<file path="src/deq_pkg.sv">
`timescale 1ns / 1ps
`default_nettype none

package deq_pkg;

    localparam int DEQ_DEPTH = 256;

    localparam logic [2:0] FUNC_PUSH_FRONT = 3'd0;
    localparam logic [2:0] FUNC_PUSH_BACK  = 3'd1;
    localparam logic [2:0] FUNC_POP_FRONT  = 3'd2;
    localparam logic [2:0] FUNC_POP_BACK   = 3'd3;
    localparam logic [2:0] FUNC_CLEAR      = 3'd4;
    localparam logic [2:0] FUNC_QUERY      = 3'd5;

    localparam logic [1:0] STATUS_OK    = 2'd0;
    localparam logic [1:0] STATUS_EMPTY = 2'd1;
    localparam logic [1:0] STATUS_FULL  = 2'd2;

    typedef struct packed {
        logic [2:0]         func;
        logic signed [31:0] push_value;
    } req_t;

    typedef struct packed {
        logic [1:0]         status;
        logic signed [31:0] popped_value;
        logic [8:0]         entry_count;
        logic signed [31:0] front_value;
        logic signed [31:0] back_value;
    } rsp_t;

    typedef struct packed {
        logic load;
        logic exec;
        logic read;
        logic show;
    } cmd_t;

endpackage

`default_nettype wire

</file>
<file path="src/deq_ctrl.sv">
`timescale 1ns / 1ps
`default_nettype none

module deq_ctrl (
    input  wire logic        clk,
    input  wire logic        rst_n,
    input  wire logic        start,
    output deq_pkg::cmd_t    cmd,
    output logic             busy
);

    typedef enum logic [1:0] {
        ST_IDLE,
        ST_EXEC,
        ST_READ,
        ST_SHOW
    } state_t;

    state_t state_reg;
    state_t state_next;
    logic   busy_reg;
    logic   exec_reg;
    logic   read_reg;
    logic   show_reg;
    logic   load;

    assign load = start && !busy_reg;

    always_comb
    begin
        unique case (state_reg)
            ST_IDLE:  state_next = load ? ST_EXEC : ST_IDLE;
            ST_EXEC:  state_next = ST_READ;
            ST_READ:  state_next = ST_SHOW;
            ST_SHOW:  state_next = load ? ST_EXEC : ST_IDLE;
            default:  state_next = ST_IDLE;
        endcase
    end

    always_ff @(posedge clk or negedge rst_n)
    begin
        if (!rst_n)
        begin
            state_reg <= ST_IDLE;
            busy_reg  <= 1'b0;
            exec_reg  <= 1'b0;
            read_reg  <= 1'b0;
            show_reg  <= 1'b0;
        end
        else
        begin
            state_reg <= state_next;
            busy_reg  <= (state_next == ST_EXEC) || (state_next == ST_READ);
            exec_reg  <= (state_next == ST_EXEC);
            read_reg  <= (state_next == ST_READ);
            show_reg  <= (state_next == ST_SHOW);
        end
    end

    assign cmd.load = load;
    assign cmd.exec = exec_reg;
    assign cmd.read = read_reg;
    assign cmd.show = show_reg;
    assign busy     = busy_reg;

endmodule

`default_nettype wire

</file>
<file path="config.mk">
export PLATFORM = sky130hd
export DESIGN_NAME = deq_ctrl
export DESIGN_NICKNAME = d
export VERILOG_FILES = /design/src/deq_pkg.sv /design/src/deq_ctrl.sv
export SDC_FILE = /design/constraint.sdc
export NUM_CORES = 1
export LEC_CHECK = 0
export ABC_AREA = 0
export BUFFER_PORTS_ARGS = -buffer_cell sky130_fd_sc_hd__buf_2
export CAP_MARGIN = 10
export CORE_AREA = 2 2 39 41
export DETAILED_ROUTE_END_ITERATION = 8
export DIE_AREA = 0 0 41 43
export GPL_TIMING_DRIVEN = 0
export PLACE_DENSITY = 0.36
export SLEW_MARGIN = 20
export SYNTH_ARGS = -nofsm -noshare
export SYNTH_HDL_FRONTEND = slang
export SYNTH_SLANG_ARGS = --single-unit
export TNS_END_PERCENT = 10
</file>
<file path="constraint.sdc">
create_clock -name clk -period 2.87 [get_ports clk]
set_clock_uncertainty 0.05 [all_clocks]
set_input_delay 0.1435 -clock clk [delete_from_list [all_inputs] [get_ports clk]]
set_output_delay 0.1435 -clock clk [all_outputs]
set_load 0.1 [all_outputs]
</file>
Word-level counts from Yosys, hierarchy flattened. Index checks and enable logic that the tools add are counted. W data, S select, Z words.

Register bits after elaboration: 6. Output and inout bits: 5.

Eq/ne operators: 6. Mux-type cells: 2. Reduce and logical (&&, ||, !) cells: 5.

Operators by type and width (count): $eq A2 B2 Y1 const B (4); $pmux W2 S3 (1); $eq A2 B1 Y1 const B (2); $logic_not A2 Y1 (1); $reduce_or A2 Y1 (1); $logic_and A1 B1 Y1 (1); $logic_not A1 Y1 (1); $logic_or A1 B1 Y1 (1); $mux W1 (1).

Logic depth before layout (Yosys ltp). Gate-level depths: netlist of the first run.

Depth in word-level cells: 6. Mapped depth: 6.

Least setup slack after synthesis of the first run. OpenSTA, ideal clock, no wires.

Path type: register to register. Start: register busy_reg, in the netlist busy. End: register busy_reg, in the netlist busy. Setup time: 0.113 ns. Arrival time: 1.469 ns. Required time: 2.707 ns. Path slack: 1.238 ns. Stages on the path, launching flop included: 5. Buffers on the path: 0. Period minus slack after synthesis: 1.632 ns. Cell sequence: dfrtp_1 -> nand3b_1 -> a21oi_1 -> ha_1 -> inv_1.

Longest elaborated chain between the ends: 6. Elaborated cells on any way between the ends: 7. Classes of those cells: 2 x eq/ne; 2 x mux; 3 x reduce/logical.

RTL lines: start: declaration (RTL line deq_ctrl.sv:21) `logic busy_reg;`; start signal: assignment (RTL line deq_ctrl.sv:53) `busy_reg <= (state_next == ST_EXEC) || (state_next == ST_READ);`; $logic_not A1 Y1 (*) (RTL line deq_ctrl.sv:27) `assign load = start && !busy_reg;`; $logic_and A1 B1 Y1 (*) (RTL line deq_ctrl.sv:27); $mux W1 (*) (RTL line deq_ctrl.sv:32, deq_ctrl.sv:35); $pmux W2 S3 (*) (RTL line deq_ctrl.sv:31) `unique case (state_reg)`; net state_next[0] (RTL line deq_ctrl.sv:20) `state_t state_next;`; $eq A2 B1 Y1 or $eq A2 B2 Y1 (tied branches) (RTL line deq_ctrl.sv:53); $logic_or A1 B1 Y1 (*) (RTL line deq_ctrl.sv:53).

The timed path passes the listed nets; every way through them passes the cells marked *.

Worst setup path after layout of the first run.
Start: register busy_reg, in the netlist busy. End: output cmd[3] (netlist bit).

Longest elaborated chain between the ends: 2.

RTL lines: $logic_not A1 Y1 (RTL line deq_ctrl.sv:27); $logic_and A1 B1 Y1 (RTL line deq_ctrl.sv:27); end: declaration (RTL line deq_ctrl.sv:8) `output deq_pkg::cmd_t cmd,`.

Every way passes these cells.

==> results of run 1 <==
==> worst max-delay path: stages (launching register included) <==
cell and delay (ns):
dfrtp_1 0.37, and2b_2 0.20, buf_4 0.09, buf_2 0.41
==> cell usage after synthesis <==
master,n,area share
a21oi_1,1,0.019
and2b_2,1,0.034
buf_4,4,0.12
dfrtp_1,6,0.58
ha_1,3,0.15
inv_1,5,0.073
nand3b_1,1,0.029
==> cell type report <==
class / instances / area share
Sequential cell: 6 / 0.435
Clock buffer: 3 / 0.0652
Multi-Input combinational cell: 6 / 0.170
Timing Repair Buffer: 8 / 0.130
Tap cell: 16 / 0.0580
Buffer: 4 / 0.0870
Inverter: 5 / 0.0543
==> final timing paths <==
path	startpoint	end	slack [ns]	depth (start not counted)
max	busy$_DFF_PN0_	cmd[3]	1.37	3
min	start	state_reg[0]$_DFF_PN0_	0.16	3
max reg2reg	state_reg[0]$_DFF_PN0_	busy$_DFF_PN0_	1.47	6
min reg2reg	state_reg[1]$_DFF_PN0_	show_reg$_DFF_PN0_	0.49	1
max in group asynchronous	rst_n	busy$_DFF_PN0_	2.43	2
min in group asynchronous	rst_n	exec_reg$_DFF_PN0_	0.20	2
==> kinds of logic after synthesis <==
kind of cell,after synthesis,synth area share
compound gates,1,0.0194
flops,6,0.583
simple gates,2,0.0631
fa+ha+maj,3,0.146
buf+inv,9,0.189
==> per-stage QoR <==
| step | setup slack [ns] | cell area, um^2 | utilization | hold WS (ns) |
|---|---|---|---|---|
| 6_report | 1.37 | 345 | 0.250 | 0.160 |
| 5_1_grt | 1.29 | 345 | 0.250 | 0.156 |
| 4_1_cts | 1.35 | 345 | 0.250 | 0.157 |
| 3_5_place_dp | 1.46 | 313 | 0.226 | -0.0777 |
| 3_3_place_gp | 1.48 | 313 | 0.226 | -0.0775 |
| 2_1_floorplan | 1.24 | 258 | - | -0.202 |
==> routing by layer <==
| layer | GRT usage | up-vias | share of wire |
|---|---|---|---|
| li1 | - | 81 | - |
| met1 | 0.0462 | 67 | 0.44 |
| met2 | 0.0656 | 5 | 0.45 |
| met3 | 0.0785 | 0 | 0.11 |
| met4 | 0.0400 | 0 | 0 |
| met5 | 0 | - | 0 |
==> flow_metrics.tcl, run 1 <==
set metrics [dict create \
    status "finished, final reports clean" \
    tritoncts "done" \
    nNetsFinal 40 \
    setup_violations 0 \
    crit_required_ns 2.68 \
    first_pass_iters 2 \
    syn_area_um2 258 \
    die_h_um 43 \
    antenna_found_initial 0 \
    numCtsBuffers 3 \
    maxSlewViolCount 0 \
    clock-sinks 6 \
    tns_ns 0 \
    multi_input_area_um2 58.8 \
    largest_reg_flops 2 \
    final_common_cell "buf_2" \
    wire_per_inst_um 6.94 \
    fin_crit_ns 1.50 \
    area_growth_pct 34.0 \
    diodes 0 \
    wirelength_um 333 \
    port_buffers 7 \
    clk_path_buf_depth 2 \
    grt_max_degree 7 \
    initialDrtViolationCount 2 \
    ys_seq_area_frac 0.583 \
    synthCells 21 \
    critPathMaxFanout 3 \
    register_area_um2 150 \
    htree_levels 1 \
    dr_total_vias 153 \
    grt_pass1_wl_um 552 \
    dp_hpwl_um 278 \
    ys_seq_elements 6 \
    viasPerCell 3.19 \
    gp_congestion 0.714 \
    synth.net_count 27 \
    final_cell_mix "buf_2 (7), dfrtp_1 (6), inv_1 (5)" \
    hold_viol 0 \
    placed_cells 44 \
    period_share 0.522 \
    crit_type "reg -> out" \
    cts_setup_buffers 0 \
    cp-start-kind "flip-flop" \
    yosysUniqueCellTypes 7 \
    die_x_um 41 \
    fin_cells 48 \
    row_count 14 \
    cts_root_buf "clkbuf_4" \
    synth_area_per_cell_um2 12.3 \
    rsz0062_at_grt "no" \
    layout-drive-gt1-share 0.469 \
    slew_headroom 0.679 \
    die_area_mm2 0.00176 \
    ys_warn_count 0 \
    max_cap_violations 0 \
    route.detailed.drc 0 \
    io_pins 8 \
    grt_overflow 0 \
    ant_nets 0 \
    grt_pass1_vias 153 \
    start_util 0.186 \
    hold_buffers 1 \
    cts_resized 0 \
    hold_class "in -> reg" \
    max_freq_mhz 667 \
    worst_pin_slew_ns 0.485 \
    fillCellCount 152 \
    insertion_delay_ns 0.24 \
    end_kind "output port" \
    core_mm2 0.00138 \
    grt_use_total 0.0567 \
    clk_pin_slew_ns 0.04 \
    arrival_ns 1.31 \
]
Power of run 1 is left out: the tool's default activity adds up to more than one toggle a clock period on the data nets, which glitch-free logic cannot reach.
==> inputs of run 2 (changes only) <==
- PLACE_DENSITY: 0.36 -> 0.38
- clock period: 2.87 -> 1.35 ns (I/O delays scaled with it)
==> flow_metrics.tcl, run 2 (synthesis results as in run 1) <==
set metrics [dict create \
    placed_cells 44 \
    hold_viol 0 \
    grt_pass1_wl_um 572 \
    crit_required_ns 1.48 \
    io_pins 8 \
    grt_overflow 0 \
    htree_levels 1 \
    fin_crit_ns 1.34 \
    timing.final.ws_setup_ns 0.0114 \
    dpl_worst_slack_ns -0.0181 \
    clk_path_buf_depth 2 \
    final_core_util 0.285 \
    core_mm2 0.00138 \
    grt_max_degree 7 \
    start_util 0.186 \
    slew_headroom 0.678 \
    rsz0062_at_grt "yes" \
    max_freq_mhz 747 \
    grt_use_total 0.0536 \
    grt_pass1_vias 158 \
    die_x_um 41 \
    hold_class "in -> async" \
    critPathMaxFanout 3 \
    tritoncts "done" \
    numCtsBuffers 3 \
    die_area_mm2 0.00176 \
    dp_hpwl_um 300 \
    cts_root_buf "clkbuf_4" \
    arrival_ns 1.47 \
    clock-sinks 6 \
    worst_pin_slew_ns 0.486 \
    rrSetupSlack_ns 0.01 \
    fin_hold_ws_ns 0.125 \
    layout-drive-gt1-share 0.571 \
    clk_pin_slew_ns 0.05 \
    viasPerCell 3.25 \
    wirelength_um 390 \
    insertion_delay_ns 0.24 \
    max_cap_violations 0 \
    end_kind "flip-flop" \
    antenna_found_initial 0 \
    row_count 14 \
    period_share 0.992 \
    die_h_um 43 \
    area_growth_pct 52.9 \
    diodes 0 \
    ant_nets 0 \
    cp-start-kind "flip-flop" \
    nNetsFinal 42 \
    fin_cells 51 \
    initialDrtViolationCount 7 \
    maxSlewViolCount 0 \
    dr_total_vias 166 \
    final_cell_mix "buf_4 (6), buf_2 (6), inv_1 (5), dfrtp_1 (5), clkbuf_4 (3)" \
    status "finished, final reports clean" \
    crit_type "reg -> reg" \
    first_pass_iters 2 \
    largest_reg_flops 2 \
    wire_per_inst_um 7.65 \
    route.detailed.drc 0 \
    setup_violations 0 \
    gp_congestion 0.688 \
    port_buffers 7 \
]
## run 2: metrics by stage
stage                     TNS, ns  area [um^2]
after floorplan                 0          265
after global placement          0          320
after detailed placement  -0.0181          320
after CTS                 -0.0300          363
after global routing      -0.0614          394
final                           0          394
## run 2: cell type report
| cell class | count | area (um^2) |
|---|---|---|
| Timing Repair Buffer | 10 | 70.1 |
| Tap cell | 16 | 20.0 |
| Multi-Input combinational cell | 6 | 75.1 |
| Clock buffer | 4 | 26.3 |
| Inverter | 5 | 18.8 |
| Sequential cell | 6 | 154 |
| Fill cell | 151 | 990 |
| Buffer | 4 | 30.0 |
## run 2: worst paths after layout
check / cells after the start / start / endpoint
setup / recovery: 5 / state_reg[1]$_DFF_PN0_ / busy$_DFF_PN0_
hold / removal: 2 / rst_n / state_reg[1]$_DFF_PN0_
setup reg to reg: 5 / state_reg[1]$_DFF_PN0_ / busy$_DFF_PN0_
hold reg to reg: 1 / state_reg[1]$_DFF_PN0_ / show_reg$_DFF_PN0_
max in group asynchronous: 2 / rst_n / busy$_DFF_PN0_
min in group clk: 4 / start / state_reg[0]$_DFF_PN0_
## run 2: metal layers
metal,vias to the layer above,GRT usage,share of wire
met1,73,0.0428,0.32
met4,0,0.0200,0
li1,85,-,-
met5,-,0,0
met2,8,0.0781,0.54
met3,0,0.0628,0.14
## run 2: critical path, stage by stage, from the launching register on
cell and delay [ns]:
dfrtp_1 0.40, ha_4 0.28, nand3b_1 0.09, a21oi_2 0.16, ha_1 0.24, inv_1 0.05
## run 2: what timing repair did
action                                 4_1_cts  5_1_grt
setup endpoints to repair                    2        2
setup buffers                                0        2
hold buffers                                 1        0
pin swaps                                    0        3
resized for setup                            2        2
endpoints found under the hold margin        6        0
Power of run 2 is left out for the same reason.
